## src/rtl/lrg_pkg.sv

```systemverilog
package lrg_pkg;

  localparam int unsigned CmdW   = 3;
  localparam int unsigned WordW  = 64;
  localparam int unsigned BoundW = 31;
  localparam int unsigned StateW = 2 * WordW;
  localparam int unsigned LimbW  = 32;

  // Command codes
  localparam logic [CmdW-1:0] CMD_RAW     = 3'd0;
  localparam logic [CmdW-1:0] CMD_BOUNDED = 3'd1;
  localparam logic [CmdW-1:0] CMD_RESEED  = 3'd2;
  localparam logic [CmdW-1:0] CMD_RANK    = 3'd3;
  localparam logic [CmdW-1:0] CMD_DERIVE  = 3'd4;

  // Generator multiplier, high:low
  localparam logic [StateW-1:0] LCG_MULT = 128'h12e15e35b500f16e_2e714eb2b37916a5;

  localparam logic [WordW-1:0] GOLDEN   = 64'h9E3779B97F4A7C15;
  localparam logic [WordW-1:0] DERIVE_K = 64'hD1B54A32D192ED03;
  localparam logic [WordW-1:0] MIX_C1   = 64'hBF58476D1CE4E5B9;
  localparam logic [WordW-1:0] MIX_C2   = 64'h94D049BB133111EB;

endpackage

```

## src/rtl/lrg_in_if.sv

```systemverilog
interface lrg_in_if;
  import lrg_pkg::*;

  logic              valid;
  logic              ready;
  logic [CmdW-1:0]   command;
  logic [WordW-1:0]  operand;
  logic [BoundW-1:0] bound;

  modport source (output valid, output command, output operand, output bound, input ready);
  modport sink   (input valid, input command, input operand, input bound, output ready);

endinterface

```

## src/rtl/lrg_out_if.sv

```systemverilog
interface lrg_out_if;
  import lrg_pkg::*;

  logic             valid;
  logic             ready;
  logic [WordW-1:0] value;

  modport source (output valid, output value, input ready);
  modport sink   (input valid, input value, output ready);

endinterface

```

## src/rtl/lehmer128_random_generator.sv

```systemverilog
// 128-bit multiplicative congruential random generator.
// Input channel in_i carries a command, a 64-bit operand and a 31-bit bound;
// output channel out_o carries one 64-bit value for raw draw, bounded draw
// and derive commands. Reseed commands and unknown codes give no item.
// One item is worked at a time; in_i.ready is high only while idle.
// All products go through one 32x32 multiplier: each partial product is
// first multiplied into a register and then shifted and added into the
// accumulator, for 64-bit products and the 128-bit state update alike.
// A raw draw first seeds the state from the master when the state is
// still zero; a bounded draw adds a bit-serial remainder after the draw;
// a derive runs its mix through the multiplier; a rank reseed keeps the
// block busy through its mixing, while a direct reseed leaves it idle.
// Reset sets the state to zero (seeded on the first draw) and the master
// seed to one. A finished value sits in an output register; the block
// accepts the next item while it waits, and stalls only when a second
// value is ready before the first has been taken.
module lehmer128_random_generator (
  input  logic      clk_i,
  input  logic      rst_ni,
  lrg_in_if.sink    in_i,
  lrg_out_if.source out_o
);
  import lrg_pkg::*;

  localparam logic [2:0] S_IDLE = 3'd0;
  localparam logic [2:0] S_DRAW = 3'd1;
  localparam logic [2:0] S_MUL  = 3'd2;
  localparam logic [2:0] S_POST = 3'd3;
  localparam logic [2:0] S_DIV  = 3'd4;
  localparam logic [2:0] S_DONE = 3'd5;

  localparam logic [3:0] U_LZ1  = 4'd0;
  localparam logic [3:0] U_LZ2  = 4'd1;
  localparam logic [3:0] U_DRAW = 4'd2;
  localparam logic [3:0] U_RK0  = 4'd3;
  localparam logic [3:0] U_RK1  = 4'd4;
  localparam logic [3:0] U_RK2  = 4'd5;
  localparam logic [3:0] U_RK3  = 4'd6;
  localparam logic [3:0] U_RK4  = 4'd7;
  localparam logic [3:0] U_DV0  = 4'd8;
  localparam logic [3:0] U_DV1  = 4'd9;
  localparam logic [3:0] U_DV2  = 4'd10;

  localparam int unsigned CntW = $clog2(WordW);
  localparam logic [CntW-1:0] DivLast = CntW'(WordW - 1);

  function automatic logic [WordW-1:0] xs30(input logic [WordW-1:0] z);
    return z ^ (z >> 30);
  endfunction

  function automatic logic [WordW-1:0] xs27(input logic [WordW-1:0] z);
    return z ^ (z >> 27);
  endfunction

  function automatic logic [WordW-1:0] xs31(input logic [WordW-1:0] z);
    return z ^ (z >> 31);
  endfunction

  function automatic logic [StateW-1:0] load_odd(input logic [WordW-1:0] s);
    return {63'd0, s, 1'b1};
  endfunction

  logic [2:0]        fsm_q, fsm_d;
  logic [3:0]        uop_q, uop_d;
  logic              bounded_q, bounded_d;
  logic [BoundW-1:0] bound_q, bound_d;
  logic [WordW-1:0]  gh_q, gh_d, gl_q, gl_d, master_q, master_d;
  logic [StateW-1:0] ma_q, ma_d, mb_q, mb_d, acc_q, acc_d;
  logic [1:0]        lim_q, lim_d, i_q, i_d, j_q, j_d, sh_q, sh_d;
  logic              ph_q, ph_d;
  logic [WordW-1:0]  prod_q, prod_d, res_q, res_d, div_q, div_d;
  logic [BoundW-1:0] rem_q, rem_d;
  logic [CntW-1:0]   cnt_q, cnt_d;
  logic              out_valid_q, out_valid_d;
  logic [WordW-1:0]  out_value_q, out_value_d;

  logic              mul_go, mul_wide, load_out;
  logic [StateW-1:0] mul_a, mul_b, pp_shift;
  logic [3:0]        mul_uop;
  logic [LimbW-1:0]  a_limb, b_limb;
  logic [2:0]        ij_sum;
  logic [WordW-1:0]  acc64, mix_out;
  logic [BoundW:0]   rem_try, rem_sub;
  logic              rem_ge;
  logic [BoundW-1:0] rem_next;

  assign acc64   = acc_q[WordW-1:0];
  assign mix_out = xs31(acc64);
  assign a_limb  = ma_q[{i_q, 5'd0} +: LimbW];
  assign b_limb  = mb_q[{j_q, 5'd0} +: LimbW];
  assign ij_sum  = {1'b0, i_q} + {1'b0, j_q};

  assign rem_try  = {rem_q, div_q[WordW-1]};
  assign rem_sub  = rem_try - {1'b0, bound_q};
  assign rem_ge   = (rem_try >= {1'b0, bound_q});
  assign rem_next = rem_ge ? rem_sub[BoundW-1:0] : rem_try[BoundW-1:0];

  always_comb begin
    unique case (sh_q)
      2'd0: pp_shift = {64'd0, prod_q};
      2'd1: pp_shift = {32'd0, prod_q, 32'd0};
      2'd2: pp_shift = {prod_q, 64'd0};
      2'd3: pp_shift = {prod_q[LimbW-1:0], 96'd0};
    endcase
  end

  always_comb begin
    fsm_d       = fsm_q;
    uop_d       = uop_q;
    bounded_d   = bounded_q;
    bound_d     = bound_q;
    gh_d        = gh_q;
    gl_d        = gl_q;
    master_d    = master_q;
    ma_d        = ma_q;
    mb_d        = mb_q;
    acc_d       = acc_q;
    lim_d       = lim_q;
    i_d         = i_q;
    j_d         = j_q;
    sh_d        = sh_q;
    ph_d        = ph_q;
    prod_d      = prod_q;
    res_d       = res_q;
    div_d       = div_q;
    rem_d       = rem_q;
    cnt_d       = cnt_q;
    out_value_d = out_value_q;
    mul_go      = 1'b0;
    mul_wide    = 1'b0;
    mul_a       = '0;
    mul_b       = '0;
    mul_uop     = uop_q;
    load_out    = 1'b0;

    unique case (fsm_q)
      S_IDLE: begin
        if (in_i.valid) begin
          unique case (in_i.command)
            CMD_RAW, CMD_BOUNDED: begin
              fsm_d     = S_DRAW;
              bounded_d = (in_i.command == CMD_BOUNDED);
              bound_d   = in_i.bound;
            end
            CMD_RESEED: begin
              master_d     = (in_i.operand == '0) ? 64'd1 : in_i.operand;
              {gh_d, gl_d} = load_odd(in_i.operand);
            end
            CMD_RANK: begin
              mul_go  = 1'b1;
              mul_a   = {64'd0, in_i.operand};
              mul_b   = {64'd0, GOLDEN};
              mul_uop = U_RK0;
            end
            CMD_DERIVE: begin
              mul_go  = 1'b1;
              mul_a   = {64'd0, in_i.operand};
              mul_b   = {64'd0, DERIVE_K};
              mul_uop = U_DV0;
            end
            default: ;
          endcase
        end
      end
      S_DRAW: begin
        mul_go = 1'b1;
        if ({gh_q, gl_q} == '0) begin
          // seed an all-zero state from the master first
          mul_a   = {64'd0, xs30(master_q + 64'd1 + GOLDEN)};
          mul_b   = {64'd0, MIX_C1};
          mul_uop = U_LZ1;
        end else begin
          res_d    = gh_q;
          mul_a    = {gh_q, gl_q};
          mul_b    = LCG_MULT;
          mul_wide = 1'b1;
          mul_uop  = U_DRAW;
        end
      end
      S_MUL: begin
        if (!ph_q) begin
          prod_d = {32'd0, a_limb} * {32'd0, b_limb};
          sh_d   = i_q + j_q;
          ph_d   = 1'b1;
        end else begin
          acc_d = acc_q + pp_shift;
          ph_d  = 1'b0;
          // walk the limb pairs whose product lands below the result width
          if (ij_sum == {1'b0, lim_q}) begin
            if (i_q == lim_q) begin
              fsm_d = S_POST;
            end else begin
              i_d = i_q + 2'd1;
              j_d = 2'd0;
            end
          end else begin
            j_d = j_q + 2'd1;
          end
        end
      end
      S_POST: begin
        unique case (uop_q)
          U_LZ1, U_RK1, U_RK3, U_DV1: begin
            mul_go  = 1'b1;
            mul_a   = {64'd0, xs27(acc64)};
            mul_b   = {64'd0, MIX_C2};
            mul_uop = uop_q + 4'd1;
          end
          U_LZ2: begin
            {gh_d, gl_d} = load_odd(mix_out);
            fsm_d        = S_DRAW;
          end
          U_DRAW: begin
            gh_d = acc_q[StateW-1:WordW];
            gl_d = acc_q[WordW-1:0];
            if (!bounded_q) begin
              fsm_d = S_DONE;
            end else if (bound_q == '0) begin
              res_d = '0;
              fsm_d = S_DONE;
            end else begin
              div_d = res_q;
              rem_d = '0;
              cnt_d = '0;
              fsm_d = S_DIV;
            end
          end
          U_RK0, U_DV0: begin
            mul_go  = 1'b1;
            mul_a   = {64'd0, xs30((master_q ^ acc64) + GOLDEN)};
            mul_b   = {64'd0, MIX_C1};
            mul_uop = uop_q + 4'd1;
          end
          U_RK2: begin
            master_d = mix_out | 64'd1;
            mul_go   = 1'b1;
            mul_a    = {64'd0, xs30(mix_out + 64'd1 + GOLDEN)};
            mul_b    = {64'd0, MIX_C1};
            mul_uop  = U_RK3;
          end
          U_RK4: begin
            {gh_d, gl_d} = load_odd(mix_out);
            fsm_d        = S_IDLE;
          end
          U_DV2: begin
            res_d = mix_out;
            fsm_d = S_DONE;
          end
          default: fsm_d = S_IDLE;
        endcase
      end
      S_DIV: begin
        rem_d = rem_next;
        div_d = {div_q[WordW-2:0], 1'b0};
        cnt_d = cnt_q + 1'b1;
        if (cnt_q == DivLast) begin
          res_d = {{(WordW-BoundW){1'b0}}, rem_next};
          fsm_d = S_DONE;
        end
      end
      S_DONE: begin
        // hold until the output register is free or being emptied
        if (!out_valid_q || out_o.ready) begin
          load_out    = 1'b1;
          out_value_d = res_q;
          fsm_d       = S_IDLE;
        end
      end
      default: fsm_d = S_IDLE;
    endcase

    if (mul_go) begin
      ma_d  = mul_a;
      mb_d  = mul_b;
      lim_d = mul_wide ? 2'd3 : 2'd1;
      i_d   = 2'd0;
      j_d   = 2'd0;
      ph_d  = 1'b0;
      acc_d = '0;
      uop_d = mul_uop;
      fsm_d = S_MUL;
    end

    out_valid_d = (out_valid_q && !out_o.ready) || load_out;
  end

  always_ff @(posedge clk_i or negedge rst_ni) begin
    if (!rst_ni) begin
      fsm_q       <= S_IDLE;
      out_valid_q <= 1'b0;
      gh_q        <= '0;
      gl_q        <= '0;
      master_q    <= 64'd1;
    end else begin
      fsm_q       <= fsm_d;
      out_valid_q <= out_valid_d;
      gh_q        <= gh_d;
      gl_q        <= gl_d;
      master_q    <= master_d;
    end
  end

  always_ff @(posedge clk_i) begin
    uop_q       <= uop_d;
    bounded_q   <= bounded_d;
    bound_q     <= bound_d;
    ma_q        <= ma_d;
    mb_q        <= mb_d;
    acc_q       <= acc_d;
    lim_q       <= lim_d;
    i_q         <= i_d;
    j_q         <= j_d;
    sh_q        <= sh_d;
    ph_q        <= ph_d;
    prod_q      <= prod_d;
    res_q       <= res_d;
    div_q       <= div_d;
    rem_q       <= rem_d;
    cnt_q       <= cnt_d;
    out_value_q <= out_value_d;
  end

  assign in_i.ready  = (fsm_q == S_IDLE);
  assign out_o.valid = out_valid_q;
  assign out_o.value = out_value_q;

  a_master_nonzero: assert property (@(posedge clk_i) disable iff (!rst_ni)
    master_q != '0)
    else $error("master seed became zero");

  a_draw_keeps_odd: assert property (@(posedge clk_i) disable iff (!rst_ni)
    (fsm_q == S_POST && uop_q == U_DRAW) |=> gl_q[0])
    else $error("state even after a draw");

  a_rem_below_bound: assert property (@(posedge clk_i) disable iff (!rst_ni)
    (fsm_q == S_DIV) |-> (rem_q < bound_q))
    else $error("partial remainder not below bound");

  a_pair_in_range: assert property (@(posedge clk_i) disable iff (!rst_ni)
    (fsm_q == S_MUL) |-> (ij_sum <= {1'b0, lim_q}))
    else $error("limb pair beyond result width");

  a_out_from_done: assert property (@(posedge clk_i) disable iff (!rst_ni)
    $rose(out_valid_q) |-> $past(fsm_q == S_DONE))
    else $error("output loaded outside done state");

endmodule

```

## src/flat_wrapper.sv

```systemverilog
// flat-port wrapper written by rule: the top's interface ports become plain ports
module lehmer128_random_generator_flat import lrg_pkg::*;
  (clk_i, rst_ni, in_i_valid, in_i_command, in_i_operand, in_i_bound, in_i_ready, out_o_valid, out_o_value, out_o_ready);
  lrg_in_if in_i_i ();
  lrg_out_if out_o_i ();
  input  logic clk_i;
  input  logic rst_ni;
  input wire logic [$bits(in_i_i.valid)-1:0] in_i_valid;
  input wire logic [$bits(in_i_i.command)-1:0] in_i_command;
  input wire logic [$bits(in_i_i.operand)-1:0] in_i_operand;
  input wire logic [$bits(in_i_i.bound)-1:0] in_i_bound;
  output wire logic [$bits(in_i_i.ready)-1:0] in_i_ready;
  output wire logic [$bits(out_o_i.valid)-1:0] out_o_valid;
  output wire logic [$bits(out_o_i.value)-1:0] out_o_value;
  input wire logic [$bits(out_o_i.ready)-1:0] out_o_ready;
  assign in_i_i.valid = in_i_valid;
  assign in_i_i.command = in_i_command;
  assign in_i_i.operand = in_i_operand;
  assign in_i_i.bound = in_i_bound;
  assign in_i_ready = in_i_i.ready;
  assign out_o_valid = out_o_i.valid;
  assign out_o_value = out_o_i.value;
  assign out_o_i.ready = out_o_ready;
  lehmer128_random_generator u_core (.clk_i(clk_i), .rst_ni(rst_ni), .in_i(in_i_i), .out_o(out_o_i));
endmodule
```

## config.mk

```make
export PLATFORM = sky130hd
export DESIGN_NAME = lehmer128_random_generator_flat
export DESIGN_NICKNAME = d
export VERILOG_FILES = /design/src/rtl/lrg_pkg.sv /design/src/rtl/lrg_in_if.sv /design/src/rtl/lrg_out_if.sv /design/src/rtl/lehmer128_random_generator.sv /design/src/flat_wrapper.sv
export SDC_FILE = /design/constraint.sdc
export NUM_CORES = 2
export LEC_CHECK = 0
export ABC_AREA = 1
export ABC_CLOCK_PERIOD_IN_PS = 9200
export BUFFER_PORTS_ARGS = -buffer_cell sky130_fd_sc_hd__buf_2
export CAP_MARGIN = 10
export CORE_ASPECT_RATIO = 1.75
export CORE_MARGIN = 5
export CORE_UTILIZATION = 66
export DETAILED_ROUTE_END_ITERATION = 10
export PLACE_DENSITY = 0.93
export SLEW_MARGIN = 10
export SYNTH_ARGS = -nofsm -noshare
export SYNTH_HDL_FRONTEND = slang
export SYNTH_SLANG_ARGS = --single-unit
```

## constraint.sdc

```tcl
create_clock -name clk_i -period 9.2 [get_ports clk_i]
set_input_delay 1.84 -clock clk_i [delete_from_list [all_inputs] [get_ports clk_i]]
set_output_delay 1.84 -clock clk_i [all_outputs]
set_load 0.1 [all_outputs]
```

==> flow_summary_export.csv, run 1 <==
group,metric,value,unit
clock_network,root_buffer,"clkbuf_16",
logic_synthesis,synthFlopType,"edfxtp_1",
place,place.port_buffers,167,
global_routing,grt_pass1_vias,120000,
floorplan,die_h,514,µm
logic_synthesis,synth_most_common_cell,"nand2_1",
clock_network,ctsResizeCount,0,
logic_synthesis,async_flop_share,24.0,%
clock_network,ctsHtreeMaxLevel,3,
run_status,stop_stage,"global routing",
logic_synthesis,ys_seq_area_share,23.2,%
clock_network,ctsHoldBuffers,0,
logic_synthesis,syn_inst,13600,
run_status,status,"aborted with a tool error",
clock_network,cts_buffers,78,
floorplan,initial_core_util,66.1,%
run_status,tool.error,"[ERROR GRT-0116] Global routing finished with congestion. Check the congestion regions in the DRC Viewer.",
place,place_congestion,1.56,
logic_synthesis,syn_area_per_cell,7.05,µm²
clock_network,cts_setup_buffers,0,
logic_synthesis,synthTopCellsByCount,"3,185 x nand2_1, 2,465 x inv_1, 1,812 x nor2_1",
clock_network,clock_sinks,817,
logic_synthesis,yosysTopAreaCell,"fa_1",
logic_synthesis,ys_top_cells_by_area,"fa_1 19%, edfxtp_1 15%, nand2_1 12%",
floorplan,die_x,298,µm
global_routing,grt_max_degree,194,
logic_synthesis,synth-seq-cells,817,
logic_synthesis,yosysTopAreaCellShare,18.8,%
logic_synthesis,syn_nets,15000,
clock_network,clk_path_buf_depth,3,
logic_synthesis,synth_edf_count,488,
logic_synthesis,netlist_area,95700,µm²
place,place.detailed.hpwl,360,mm
logic_synthesis,yosysWarningCount,0,
global_routing,track_usage,76.4,%
floorplan,rows,185,
global_routing,grt_overflow,3167,
global_routing,grt_pass1_wl,882,mm
logic_synthesis,netlist-cell-type-count,63,
floorplan,io_pins,168,
-- cell families after synthesis --
group | Yosys count | synth area share, %
xor+xnor | 306 | 2.88
simple gates | 6304 | 26.9
flops | 817 | 23.2
buf+inv | 2987 | 11.9
compound gates | 1819 | 10.6
fa+ha+maj | 1329 | 24.4
-- through the flow --
step	setup WS, ns	hold WS, ns	std cells	util (%)	instance area (µm²)
floorplan	1.15	0.426	13600	-	95700
global placement	0.538	0.431	15400	68.4	99000
detailed placement	0.345	0.434	15400	68.4	99000
CTS	0.0871	0.450	15500	70.3	102000
-- metal layers --
layer,overflow,global-route usage [%]
met1,105,72.2
met2,1995,92.7
met3,107,64.0
met4,945,79.0
met5,15,41.6
==> inputs of run 2 (changes only) <==
Settings changed: CORE_ASPECT_RATIO 1.75 to unset, CORE_UTILIZATION 66 to 40, PLACE_DENSITY 0.93 to unset, PLACE_DENSITY_LB_ADDON set to 0.15.
==> run 2 against run 1 <==
Against the previous run: the flow now finishes, with violations (DRC); synthesized area stayed put; synthesized cell count did not move.
==> flow_summary_export.csv, run 2 <==
group,metric,value,unit
run_status,status,"complete, but fails checks",
run_status,violations,"DRC",
place,place.detailed.hpwl,462,mm
setup_path,reg2reg_to,"u_core.prod_q[63]",
cells_and_area,fillers,24900,
global_routing,grt_max_degree,146,
logic_synthesis,synth_most_common_cell,"nand2_1",
clock_network,cts_buffers,100,
routing,firstDrtPassIters,11,
global_routing,grt_pass1_vias,95600,
floorplan,die_x,499,µm
logic_synthesis,ys_top_cells_by_area,"fa_1 19%, edfxtp_1 15%, nand2_1 12%",
floorplan,initial_core_util,40.2,%
logic_synthesis,yosysTopAreaCellShare,18.8,%
sta,rsz0062_at_grt,"no",
routing,drc,3,
clock_network,cts_tree,"built",
logic_synthesis,async_flop_share,24.0,%
clock_network,clkLatencyLatePin,0.82,ns
logic_synthesis,netlist_area,95700,µm²
cells_and_area,layout_common_cells,"3,184 x nand2_1, 2,461 x inv_1, 1,797 x nor2_1",
cells_and_area,final_common_cell,"nand2_1",
global_routing,globalRouteMet1Util,60.1,%
clock_network,ctsHtreeMaxLevel,3,
place,place.port_buffers,167,
sta,slew_violations,0,
job,max-cap-violations,0,
logic_synthesis,netlist-cell-type-count,63,
logic_synthesis,synthTopCellsByCount,"3,185 x nand2_1, 2,465 x inv_1, 1,812 x nor2_1",
sta,setup_tns,0,ns
logic_synthesis,syn_inst,13600,
global_routing,track_usage,43.2,%
sta,setup_viol,0,
floorplan,io_pins,168,
logic_synthesis,synth.area.mux_share,0,%
setup_path,setup.worst_path.start_class,"register",
setup_path,crit_end,"u_core.prod_q[63]",
setup_path,rr_startpoint,"u_core.i_q[0]",
setup_path,crit_start,"u_core.i_q[0]",
sta,worst_slew_pin_slew,1.38,ns
sta,fin_skew,0.0983,ns
clock_network,clkTransAtPathRegs,0.06,ns
logic_synthesis,synthFlopType,"edfxtp_1",
routing,drt-vias-per-instance,5.99,
setup_path,path_common_cell,"fa_1",
sta,fin_crit,8.96,ns
min_path,hold_class,"register to register",
clock_network,ctsHoldBuffers,0,
logic_synthesis,synth_top_family_by_area,"simple AND/OR/NAND/NOR gates",
cells_and_area,final_layout_size_suffix_gt1_share,6.12,%
logic_synthesis,synth-adder-area-share,24.4,%
clock_network,clock_sinks,817,
clock_network,cts_setup_buffers,0,
logic_synthesis,synth-seq-cells,817,
global_routing,antenna_found_initial,77,
logic_synthesis,syn_area_per_cell,7.05,µm²
cells_and_area,largestRegisters,"u_core.acc_q (128), u_core.ma_q (128)",
routing,drt_wl_total,555,mm
routing,ant_nets,0,
floorplan,rows,179,
sta,hold_viol,0,
setup_path,crit_slowest_cell,"fa_1",
sta,clock.fmax,0.112,GHz
global_routing,grt_busiest_layer,"met1",
setup_path,crit_path_end_kind,"register",
clock_network,clk_path_buf_depth,3,
logic_synthesis,yosysWarningCount,0,
routing,drt_iter0_drc,16800,
global_routing,grt_overflow,0,
cells_and_area,syn2layout_area_growth,10.0,%
setup_path,crit_fanout,31,
logic_synthesis,syn_nets,15000,
routing,via_count,102000,
global_routing,grt_pass1_wl,756,mm
floorplan,die_area,249000,µm²
floorplan,die_h,499,µm
sta,finalCritPeriodShare,97.4,%
logic_synthesis,synthXorXnorAreaFrac,2.88,%
setup_path,worst-endpoint-arrival,9.43,ns
setup_path,max_stage_delay,0.55,ns
setup_path,required,9.67,ns
clock_network,root_buffer,"clkbuf_16",
floorplan,core_area,238000,µm²
logic_synthesis,synthSimpleGateAreaFrac,26.9,%
place,place_congestion,1.13,
cells_and_area,nets,15100,
setup_path,ff2ff_path_depth,31,
setup_path,ff2ff_setup_slack,0.24,ns
logic_synthesis,synth_edf_count,488,
logic_synthesis,ys_seq_area_share,23.2,%
sta,slew_headroom,7.61,%
logic_synthesis,synth_compound_area_share,10.6,%
routing,wl_per_cell,32.7,µm
global_routing,grtUsageMet2,57.0,%
logic_synthesis,yosysTopAreaCell,"fa_1",
global_routing,grtUsageMet3,18.4,%
setup_path,crit_type,"register to register",
## run 2: worst min path at each step
stage	endpoint	cells after the start	from
2_1_floorplan	u_core.out_o.value[0]	0	u_core.res_q[0]
3_3_place_gp	u_core.out_o.value[7]	0	u_core.res_q[7]
3_5_place_dp	u_core.out_o.value[15]	0	u_core.res_q[15]
4_1_cts	u_core.out_o.value[15]	0	u_core.res_q[15]
5_1_grt	u_core.out_o.value[15]	0	u_core.res_q[15]
6_report	u_core.out_o.value[15]	0	u_core.res_q[15]
## run 2: cell families (layout without fill, tap and decap cells)
family	Yosys count	in the layout
AND/OR/NAND/NOR	6304	6304
buffers and inverters	2987	3221
AO/OA/AOI/OAI	1819	1819
adder cells (fa/ha/maj)	1329	1329
flip-flops	817	817
XOR/XNOR	306	306
other	0	25
## run 2: cell type report
class	instances	area [µm²]	area share, %
diodes	25	62.6	0.0594
multi-input cells	9758	62300	59.2
inverters	2510	9440	8.97
flip-flops and latches	817	22200	21.1
clock inverters	49	689	0.655
clock buffers	141	2900	2.75
repair buffers	521	3650	3.47
well taps	3167	3960	3.76
## run 2: stage by stage
stage          setup WS, ns  std cells  utilization (%)  hold WS [ns]  cell area (µm²)
3_3_place_gp          0.118      16800             42.6         0.438           102000
5_1_grt              0.0625      17000             44.2         0.463           105000
6_report              0.240      17000             44.2         0.462           105000
2_1_floorplan          1.15      13600                -         0.426            95700
3_5_place_dp         0.0513      16800             42.6         0.442           102000
4_1_cts               0.147      17000             44.2         0.453           105000
## run 2: repair_timing
action | in CTS | in global routing
gates resized for setup | 1 | 7
hold endpoints to repair | 0 | 0
endpoints found under the setup margin | 2 | 15
## run 2: routing by layer
layer	wire (µm)	up-vias	part of all wire, %
met4	34600	46	6.2
met2	209000	7696	38
met1	225000	49800	41
met5	562	-	0.10
li1	-	43000	-
met3	86100	1348	16
## run 2: worst max-delay path: cells and delay by family (launching register included)
kind,cells,cell delay [ns]
XOR/XNOR,1,0.07
flip-flops,1,0.34
adder cells (fa/ha/maj),9,3.96
AND/OR/NAND/NOR,11,1.84
AO/OA/AOI/OAI,1,0.55
buffers and inverters,9,1.83
Power of run 2 is not shown: default switching activity piles up to over one toggle a cycle in this logic, so the estimate is an artifact.
